==> src/waas_pkg.sv <==
// Package for the wrap-aware angle speed block: widths, scale constant, state codes.
// Depends on nothing; every other file uses it.
`timescale 1ns / 1ps
`default_nettype none
package waas_pkg;

    localparam int ANGLE_BITS  = 12;
    localparam int TIME_BITS   = 32;
    localparam int SPEED_WIDTH = 37;
    localparam int DELTA_WIDTH = ANGLE_BITS + 1;

    // 360 deg * 1e6 us/s * 256 (Q8), spread over one turn of ticks
    localparam logic [63:0] DEG_US_Q8 = 64'd92160000000;
    localparam logic [63:0] K_SCALE   = DEG_US_Q8 >> ANGLE_BITS;
    localparam int          K_BITS    = $clog2(K_SCALE + 64'd1);

    // Product of the tick magnitude (at most half a turn) and the scale
    localparam int PROD_BITS = ANGLE_BITS + K_BITS;
    localparam int CNT_BITS  = $clog2(PROD_BITS + 1);

    // Sequencer codes
    localparam int ST_BITS = 3;
    localparam logic [ST_BITS-1:0] S_IDLE  = 3'd0;
    localparam logic [ST_BITS-1:0] S_MUL   = 3'd1;
    localparam logic [ST_BITS-1:0] S_START = 3'd2;
    localparam logic [ST_BITS-1:0] S_WAIT  = 3'd3;
    localparam logic [ST_BITS-1:0] S_OUT   = 3'd4;

    typedef logic [ANGLE_BITS-1:0]         t_angle;
    typedef logic [TIME_BITS-1:0]          t_time;
    typedef logic [PROD_BITS-1:0]          t_prod;
    typedef logic signed [SPEED_WIDTH-1:0] t_speed;
    typedef logic signed [DELTA_WIDTH-1:0] t_delta;

endpackage
`default_nettype wire

==> src/waas_if.sv <==
// Channel interfaces for the angle speed block: input sample beats and result beats.
// Depends on waas_pkg.
`timescale 1ns / 1ps
`default_nettype none
interface waas_in_if;
    logic               valid;
    logic               ready;
    waas_pkg::t_angle   angle_ticks;
    waas_pkg::t_time    time_us;

    modport source (output valid, output angle_ticks, output time_us, input ready);
    modport sink   (input valid, input angle_ticks, input time_us, output ready);
endinterface

interface waas_out_if;
    logic               valid;
    logic               ready;
    waas_pkg::t_speed   speed_dps_q8;
    waas_pkg::t_delta   delta_ticks;
    logic               ok;

    modport source (output valid, output speed_dps_q8, output delta_ticks, output ok,
                    input ready);
    modport sink   (input valid, input speed_dps_q8, input delta_ticks, input ok,
                    output ready);
endinterface
`default_nettype wire

==> src/wrap_aware_angle_speed.sv <==
// Top level of the wrap-aware angle speed estimator: sequencer, state, output register.
// Depends on waas_pkg, waas_if (channel interfaces) and waas_div.
//
//   Channel  Dir  Beat contents                              Handshake
//   i_in     in   angle_ticks[11:0], time_us[31:0]           valid / ready
//   o_out    out  speed_dps_q8[36:0] s, delta_ticks[12:0] s,  valid / ready
//                 ok
//
// Each sample passes through capture of the tick and time deltas, the scale multiply,
// the divider launch, the bit-serial divide and write-back before the next beat is
// accepted. A zero time delta skips the multiply and divide and goes straight
// to write-back. i_in.ready is high only while the sequencer is idle; the divider
// sets the rate unless a stalled o_out holds the sequencer in write-back.
// Reset (i_rst_n, synchronous, active low) clears previous angle and time to zero.
// A result waiting on a stalled o_out does not block the next sample's capture; the
// sequencer holds in write-back only when a second result is ready behind it.
`timescale 1ns / 1ps
`default_nettype none
module wrap_aware_angle_speed (
    input  wire logic   i_clk,
    input  wire logic   i_rst_n,
    waas_in_if.sink     i_in,
    waas_out_if.source  o_out
);
    import waas_pkg::*;

    localparam t_angle HALF = t_angle'(1) << (ANGLE_BITS - 1);

    logic [ST_BITS-1:0] r_state, n_state;

    t_angle  r_prev_angle;
    t_time   r_prev_time;

    // Per-sample working registers
    t_angle  r_cur;
    t_time   r_now;
    t_angle  r_mag;
    logic    r_neg;
    logic    r_zero;
    t_time   r_dt;
    t_prod   r_prod;

    // Output register
    logic    r_out_valid;
    t_speed  r_speed;
    t_delta  r_delta;
    logic    r_ok;

    t_angle  d;
    t_time   dt;
    t_angle  mag;
    logic    neg;
    logic    accept;
    logic    out_free;
    logic    div_start;
    logic    div_done;
    t_prod   quot;
    t_speed  speed_mag;

    // Shortest-path tick change; an exact half turn takes its sign from the compare
    assign d   = i_in.angle_ticks - r_prev_angle;
    assign dt  = i_in.time_us - r_prev_time;
    assign mag = (d > HALF) ? t_angle'(-d) : d;
    assign neg = (d > HALF) || ((d == HALF) && (i_in.angle_ticks < r_prev_angle));

    assign accept    = i_in.valid && i_in.ready;
    assign out_free  = !r_out_valid || o_out.ready;
    assign div_start = (r_state == S_START);

    waas_div u_div (
        .i_clk      (i_clk),
        .i_rst_n    (i_rst_n),
        .i_start    (div_start),
        .i_dividend (r_prod),
        .i_divisor  (r_dt),
        .o_done     (div_done),
        .o_quot     (quot)
    );

    assign speed_mag = SPEED_WIDTH'(quot);

    always_comb begin
        n_state = r_state;
        case (r_state)
            S_IDLE: begin
                if (accept) begin
                    n_state = (dt == '0) ? S_OUT : S_MUL;
                end
            end
            S_MUL:   n_state = S_START;
            S_START: n_state = S_WAIT;
            S_WAIT: begin
                if (div_done) begin
                    n_state = S_OUT;
                end
            end
            S_OUT: begin
                if (out_free) begin
                    n_state = S_IDLE;
                end
            end
            default: n_state = S_IDLE;
        endcase
    end

    always_ff @(posedge i_clk) begin
        if (!i_rst_n) begin
            r_state      <= S_IDLE;
            r_prev_angle <= '0;
            r_prev_time  <= '0;
            r_out_valid  <= 1'b0;
        end else begin
            r_state <= n_state;
            // Load a new result beat, or drop the current one once taken
            if ((r_state == S_OUT) && out_free) begin
                r_out_valid <= 1'b1;
                // Advance the stored sample only on a valid speed
                if (!r_zero) begin
                    r_prev_angle <= r_cur;
                    r_prev_time  <= r_now;
                end
            end else if (o_out.ready) begin
                r_out_valid <= 1'b0;
            end
        end
    end

    // Datapath registers
    always_ff @(posedge i_clk) begin
        if (accept) begin
            r_cur  <= i_in.angle_ticks;
            r_now  <= i_in.time_us;
            r_mag  <= mag;
            r_neg  <= neg;
            r_zero <= (dt == '0);
            r_dt   <= dt;
        end
        if (r_state == S_MUL) begin
            r_prod <= PROD_BITS'(r_mag) * PROD_BITS'(K_SCALE);
        end
        if ((r_state == S_OUT) && out_free) begin
            if (r_zero) begin
                r_speed <= '0;
                r_delta <= '0;
                r_ok    <= 1'b0;
            end else begin
                r_speed <= r_neg ? -speed_mag : speed_mag;
                r_delta <= r_neg ? -t_delta'({1'b0, r_mag}) : t_delta'({1'b0, r_mag});
                r_ok    <= 1'b1;
            end
        end
    end

    assign i_in.ready          = (r_state == S_IDLE);
    assign o_out.valid         = r_out_valid;
    assign o_out.speed_dps_q8  = r_speed;
    assign o_out.delta_ticks   = r_delta;
    assign o_out.ok            = r_ok;

endmodule
`default_nettype wire

==> src/waas_div.sv <==
// Restoring bit-serial unsigned divider, one quotient bit per cycle.
// Depends on waas_pkg.
`timescale 1ns / 1ps
`default_nettype none
module waas_div (
    input  wire logic             i_clk,
    input  wire logic             i_rst_n,
    input  wire logic             i_start,
    input  wire waas_pkg::t_prod  i_dividend,
    input  wire waas_pkg::t_time  i_divisor,
    output logic                  o_done,
    output waas_pkg::t_prod       o_quot
);
    import waas_pkg::*;

    logic                 r_busy;
    logic [CNT_BITS-1:0]  r_cnt;
    t_prod                r_quo;
    t_time                r_rem;
    t_time                r_dvs;
    logic [TIME_BITS:0]   trial;
    logic                 take;

    // Shift the next dividend bit into the partial remainder and try a subtract
    assign trial = {r_rem, r_quo[PROD_BITS-1]};
    assign take  = (trial >= {1'b0, r_dvs});

    always_ff @(posedge i_clk) begin
        if (!i_rst_n) begin
            r_busy <= 1'b0;
            r_cnt  <= '0;
        end else if (i_start) begin
            r_busy <= 1'b1;
            r_cnt  <= CNT_BITS'(PROD_BITS);
        end else if (r_busy) begin
            r_cnt <= r_cnt - 1'b1;
            if (r_cnt == CNT_BITS'(1)) begin
                r_busy <= 1'b0;
            end
        end
    end

    always_ff @(posedge i_clk) begin
        if (i_start) begin
            r_quo <= i_dividend;
            r_rem <= '0;
            r_dvs <= i_divisor;
        end else if (r_busy) begin
            r_quo <= {r_quo[PROD_BITS-2:0], take};
            r_rem <= take ? TIME_BITS'(trial - {1'b0, r_dvs}) : trial[TIME_BITS-1:0];
        end
    end

    assign o_done = r_busy && (r_cnt == CNT_BITS'(1));
    assign o_quot = r_quo;

endmodule
`default_nettype wire

==> src/flat_wrapper.sv <==
// flat-port wrapper written by rule: the top's interface ports become plain ports
module wrap_aware_angle_speed_flat import waas_pkg::*;
  (i_clk, i_rst_n, i_in_valid, i_in_angle_ticks, i_in_time_us, i_in_ready, o_out_valid, o_out_speed_dps_q8, o_out_delta_ticks, o_out_ok, o_out_ready);
  waas_in_if i_in_i ();
  waas_out_if o_out_i ();
  input  wire logic i_clk;
  input  wire logic i_rst_n;
  input wire logic [$bits(i_in_i.valid)-1:0] i_in_valid;
  input wire logic [$bits(i_in_i.angle_ticks)-1:0] i_in_angle_ticks;
  input wire logic [$bits(i_in_i.time_us)-1:0] i_in_time_us;
  output wire logic [$bits(i_in_i.ready)-1:0] i_in_ready;
  output wire logic [$bits(o_out_i.valid)-1:0] o_out_valid;
  output wire logic [$bits(o_out_i.speed_dps_q8)-1:0] o_out_speed_dps_q8;
  output wire logic [$bits(o_out_i.delta_ticks)-1:0] o_out_delta_ticks;
  output wire logic [$bits(o_out_i.ok)-1:0] o_out_ok;
  input wire logic [$bits(o_out_i.ready)-1:0] o_out_ready;
  assign i_in_i.valid = i_in_valid;
  assign i_in_i.angle_ticks = i_in_angle_ticks;
  assign i_in_i.time_us = i_in_time_us;
  assign i_in_ready = i_in_i.ready;
  assign o_out_valid = o_out_i.valid;
  assign o_out_speed_dps_q8 = o_out_i.speed_dps_q8;
  assign o_out_delta_ticks = o_out_i.delta_ticks;
  assign o_out_ok = o_out_i.ok;
  assign o_out_i.ready = o_out_ready;
  wrap_aware_angle_speed u_core (.i_clk(i_clk), .i_rst_n(i_rst_n), .i_in(i_in_i), .o_out(o_out_i));
endmodule
==> config.mk <==
export PLATFORM = sky130hd
export DESIGN_NAME = wrap_aware_angle_speed_flat
export DESIGN_NICKNAME = d
export VERILOG_FILES = /design/src/waas_pkg.sv /design/src/waas_if.sv /design/src/wrap_aware_angle_speed.sv /design/src/waas_div.sv /design/src/flat_wrapper.sv
export SDC_FILE = /design/constraint.sdc
export NUM_CORES = 1
export LEC_CHECK = 0
export BUFFER_PORTS_ARGS = -buffer_cell sky130_fd_sc_hd__buf_2
export CAP_MARGIN = 20
export CORE_UTILIZATION = 30
export DETAILED_ROUTE_END_ITERATION = 8
export PLACE_DENSITY = 0.5
export SLEW_MARGIN = 20
export SYNTH_ARGS = -nofsm -noshare
export SYNTH_HDL_FRONTEND = slang
export SYNTH_SLANG_ARGS = --single-unit
export TNS_END_PERCENT = 30
==> constraint.sdc <==
create_clock -name i_clk -period 13.7 [get_ports i_clk]
set_clock_uncertainty 0.05 [all_clocks]
set_input_delay 0.685 -clock i_clk [delete_from_list [all_inputs] [get_ports i_clk]]
set_output_delay 0.685 -clock i_clk [all_outputs]
set_load 0.02 [all_outputs]
# Word-level counts from Yosys, hierarchy flattened
# Cells that the tools add are included.
[totals]
wordCells = 79
input_bits = 48
ff_bits = 329
[classes]
n_eq_ne = 9
mux = 19
add_sub_neg = 7
bitwise = 3
n_reduce_logical = 15
multipliers = 1
order_cmp = 3
[ops]
columns = ["operator", "count"]
rows = [
  ["37-bit two-way mux", 3],
  ["32-bit subtractor", 2],
  ["37-bit negation", 1],
  ["33-bit by 32-bit >= comparator with 1-bit output", 1],
  ["32-bit zero test", 1],
  ["12-bit by 20-bit multiplier with 32-bit output, second input constant", 1],
  ["32-bit two-way mux", 1],
  ["12-bit two-way mux", 2],
  ["3-bit one-hot mux with 5 select lines", 1],
  ["12-bit negation with 13-bit output", 1],
  ["12-bit == test, second input constant", 1],
  ["12-bit greater-than comparator, second input constant", 1],
  ["12-bit < comparator", 1],
  ["3-bit two-way mux", 4],
  ["6-bit two-way mux", 2],
  ["12-bit negation", 1],
  ["12-bit subtractor", 1],
  ["3-bit by 2-bit == test with 1-bit output, second input constant", 2],
  ["6-bit by 1-bit == test with 1-bit output, second input constant", 1],
  ["1-bit two-way mux", 6],
  ["6-bit by 1-bit subtractor with 6-bit output, second input constant", 1],
  ["1-bit logical AND", 4],
  ["2-bit by 1-bit inequality test with 1-bit output, second input constant", 2],
  ["2-bit nonzero test", 2],
  ["other kinds (10)", 14],
]

# Logic depth before layout (Yosys ltp)
[logic_depth]
depth_word = 5
depth_mapped = 22
depth_no_buf = 22

# Hierarchy
# From an unflattened synthesis, not the netlist that was laid out.
[hier_totals]
hier_cells = 2059
area_unflattened_um2 = 21267.9
[modules_own_cells]
columns = ["module", "area_each_um2", "instances", "cells_each"]
rows = [
  ["wrap_aware_angle_speed", 15059.4, 1, 1466],
  ["waas_div", 6208.5, 1, 593],
]

# Worst setup path before layout
# Ideal clock, no wire load.
[synth_path]
kind = "register to register"
startpoint = "register u_core.r_mag[4]"
endpoint = "register u_core.r_prod[36], data pin"
path_stages_with_launch = 19
slack_ps = 8321
arrival_time_ps = 5059
n_path_buf = 0
required_ps = 13380
cell_sequence = "edfxtp_1 fa_1 fa_1 fa_1 inv_1 fa_1 fa_1 inv_1 ha_1 a21oi_1 nor2b_1 o21ai_0 nand2b_1 o21a_1 a21oi_1 o21ai_0 o211a_1 a311oi_1 xor2_1"
[synth_between]
elab_chain_cells = 1
[synth_rtl]
columns = ["item", "line_no", "text"]
rows = [
  ["start: declaration", "wrap_aware_angle_speed.sv:37", "t_angle r_mag;"],
  ["start signal: assignment", "wrap_aware_angle_speed.sv:133", "r_mag <= mag;"],
  ["12-bit by 20-bit multiplier with 32-bit output", "wrap_aware_angle_speed.sv:139", "r_prod <= PROD_BITS'(r_mag) * PROD_BITS'(K_SCALE);"],
  ["end signal: assignment", "wrap_aware_angle_speed.sv:139", ""],
  ["end: declaration", "wrap_aware_angle_speed.sv:41", "t_prod r_prod;"],
]
# Every way passes these cells.
# A chain may end at the register's enable or synchronous reset.

# Worst setup path in the final report
# Ends and elaborated chain as after synthesis.

==> results.md <==
* Post-CTS setup buffer count at 0
* Nets at 2514
* Post-synth ARST share at 0%
* Outcome: finished, final reports clean
* Syn Std Cell Area at 21130 um^2
* Chip Height at 267.4 um
* Largest stage delay, worst path at 0.68 ns
* WL/cell at 15.28 um
* Die W at 267.4 um
* Final HPWL DP at 37020 um
* Post-synth cell types at 90
* DRC at 0
* Non-filler cells, final at 3177
* Most Crowded Layer GR: met2
* Yosys top cell area share at 34.40%
* Critical-path top delay cell: edfxtp_1
* Worst R2R Setup Slack at 7.86 ns
* Crit share post-route at 42.65%
* Met1 Use GR at 19.49%
* Vias at 14820
* Post-synth top area cell: edfxtp_1
* Met2 Track Usage GR at 20.92%
* CTS Sinks at 329
* Fill count at 7094
* Post-Syn Instances at 2124
* Ant diodes at 0
* Placed inst area at 22670 um^2
* Hold Crit Class: input pin to flip-flop
* GR Util met3 at 2.060%
* Cell area after layout at 24050 um^2
* Ys flop type: edfxtp_1
* Initial antenna violation count at 2
* Slew headroom at 29.60%
* WL final at 48540 um
* Die area at 71490 um^2
* Final setup TNS at 0 ns
* Gp weighted congestion at 0.8419
* DR vias/cell at 4.664
* Worst-Skew Late Latency at 0.56 ns
* First-pass GRT wire length at 78070 um
* Cts bufs inserted at 41
* Max clock buf depth at 3
* Syn-to-layout area delta at 13.82%
* Final critical-path required period at 5.843 ns
* Clock slew at reported path FFs at 0.06 ns
* Number of synthesized flops with an enable pin at 242
* Vias in the first global route at 14520
* Worst Path Max Fanout at 10
* Commonest cells in the netlist: nand2_1 (274), inv_1 (253), edfxtp_1 (242), ha_1 (179), a21oi_1 (137)
* Starting Density at 30.54%
* Actual slew at the worst max-slew pin at 1.053 ns
* Share of layout cells above drive strength 1 at 9.795%
* Worst path cell trace: fa_1 -> fa_1 -> fa_1 -> inv_1 -> fa_1 -> fa_1 -> inv_1 -> ha_1 -> a21oi_1 -> nor2b_1 -> o21ai_0 -> nand2b_1 -> o21a_1 -> a21oi_1 -> o21ai_0 -> o211a_1 -> a311oi_1 -> xor2_1
* Crit. End Element: flip-flop
* Synth top area cells: edfxtp_1 (34%), ha_1 (11%), dfxtp_1 (8.2%)
* Synth warn at 0
* DR iter-0 viols at 718
* GRT Overall Usage at 13.56%
* GRT overflow at 0
* Hold Buf Count CTS at 0
* Max_cap viols at 0
* Fin. max-slew vios at 0
* Bufs and invs on worst path at 2
* Arrival time at the worst endpoint at 6.08 ns
* Post-CTS sizing at 0
* Synth Net Count at 2424
* RSZ-0062 raised after global routing: no
* Yosys reg bits at 329
* F_max at 171.1 MHz
* Core area at 69190 um^2
* Final setup viols at 0
* Cell repeated most along the worst path: fa_1
* Core Rows at 96
* I/O Buffers at 100
* Final Hold Viols at 0
* WS Path Type: flip-flop to flip-flop
* TritonRoute pass-1 iters at 5
* Average footprint of a synthesized cell at 9.947 um^2
* Required @ worst endpoint at 13.94 ns
* CTS H-tree lvls at 2
* Placed insts at 3102
* Startpoint type of the worst setup path: flip-flop
* Top-count cell post-synth: nand2_1
* Largest net degree at the start of global routing at 75
* Top Ports at 101
* Antenna-violating nets left at 0
* Post-synthesis sequential area ratio at 42.64%
* Root buf cell: clkbuf_16
* Critical path's top delay family: adder cells
* CTS tree: built
-- flip-flops by register name, summed over array words and instances, names as in the netlist --
register and cells:
u_core.r_zero 1, u_core.r_dt 32, u_core.u_div.r_rem 32, u_core.r_neg 1, u_core.o_out.delta_ticks 13, u_core.o_out.speed_dps_q8 37, u_core.o_out.valid 1, u_core.r_mag 12
u_core.r_state 3, u_core.r_prev_time 32, u_core.u_div.r_cnt 6, u_core.u_div.r_busy 1, u_core.u_div.r_dvs 32, u_core.r_prod 32, u_core.u_div.o_quot 37, u_core.o_out.ok 1
u_core.r_prev_angle 12, u_core.r_cur 12, u_core.r_now 32
-- cells in the final DEF, fill, tap and decap left out, types with 27 or more instances in the layout --
cell type  netlist  final
fa_1            73     73
clkbuf_16        0     41
xor2_1          64     64
buf_2            5    100
o21ai_0         91     91
ha_1           179    179
dfxtp_1         87     86
nand2_1        274    274
a21boi_0        54     54
edfxtp_1       242    242
nand3_1         28     28
a21o_1          27     27
xnor2_1         68     68
a21oi_1        137    137
nor2_1         134    133
inv_1          253    252
-- cell families (layout without fill, tap and decap cells) --
family | count (synthesis) | after routing | share of synthesized area (%)
buf+inv | 318 | 440 | 5.680
xor+xnor | 133 | 133 | 5.549
flops | 329 | 329 | 42.64
fa+ha+maj | 252 | 252 | 17.52
compound gates | 475 | 475 | 14.85
simple gates | 607 | 607 | 13.28
mux | 10 | 10 | 0.4738
-- through the flow --
| stage | setup WS, ns | util, % | hold slack [ns] |
|---|---|---|---|
| after floorplan | 8.321 | - | 0.3503 |
| after global placement | 7.914 | 32.77 | 0.3552 |
| after detailed placement | 7.780 | 32.77 | 0.3545 |
| after CTS | 7.785 | 34.76 | 0.2343 |
| after global routing | 7.505 | 34.76 | 0.2397 |
| final | 7.857 | 34.76 | 0.2710 |
-- layout make-up --
| type | instances | area, um^2 | area share (%) |
|---|---|---|---|
| clock buffer | 48 | 1072 | 4.459 |
| clock inverter | 27 | 300.3 | 1.249 |
| inverter | 253 | 949.7 | 3.949 |
| multi-input combinational | 1477 | 10960 | 45.57 |
| sequential | 329 | 9010 | 37.47 |
| tap | 931 | 1165 | 4.844 |
| timing repair buffer | 112 | 590.6 | 2.456 |
-- path summary, 6_finish.rpt --
path	from	endpoint	cells past startpoint
max reg2reg	u_core.r_mag[4]	u_core.r_prod[36]	18
min reg2reg	u_core.r_dt[14]	u_core.u_div.r_dvs[14]	0
max	u_core.r_mag[4]	u_core.r_prod[36]	18
min	i_in_time_us[0]	u_core.r_now[0]	1
-- layer usage --
layer,wire (um),vias to the layer above
met5,22,-
met4,1111,4
met3,1741,76
met2,21180,216
met1,24480,6952
li1,-,7571
Power is left out: the tool's default activity adds up to more than one toggle a clock period on the data nets, which glitch-free logic cannot reach.
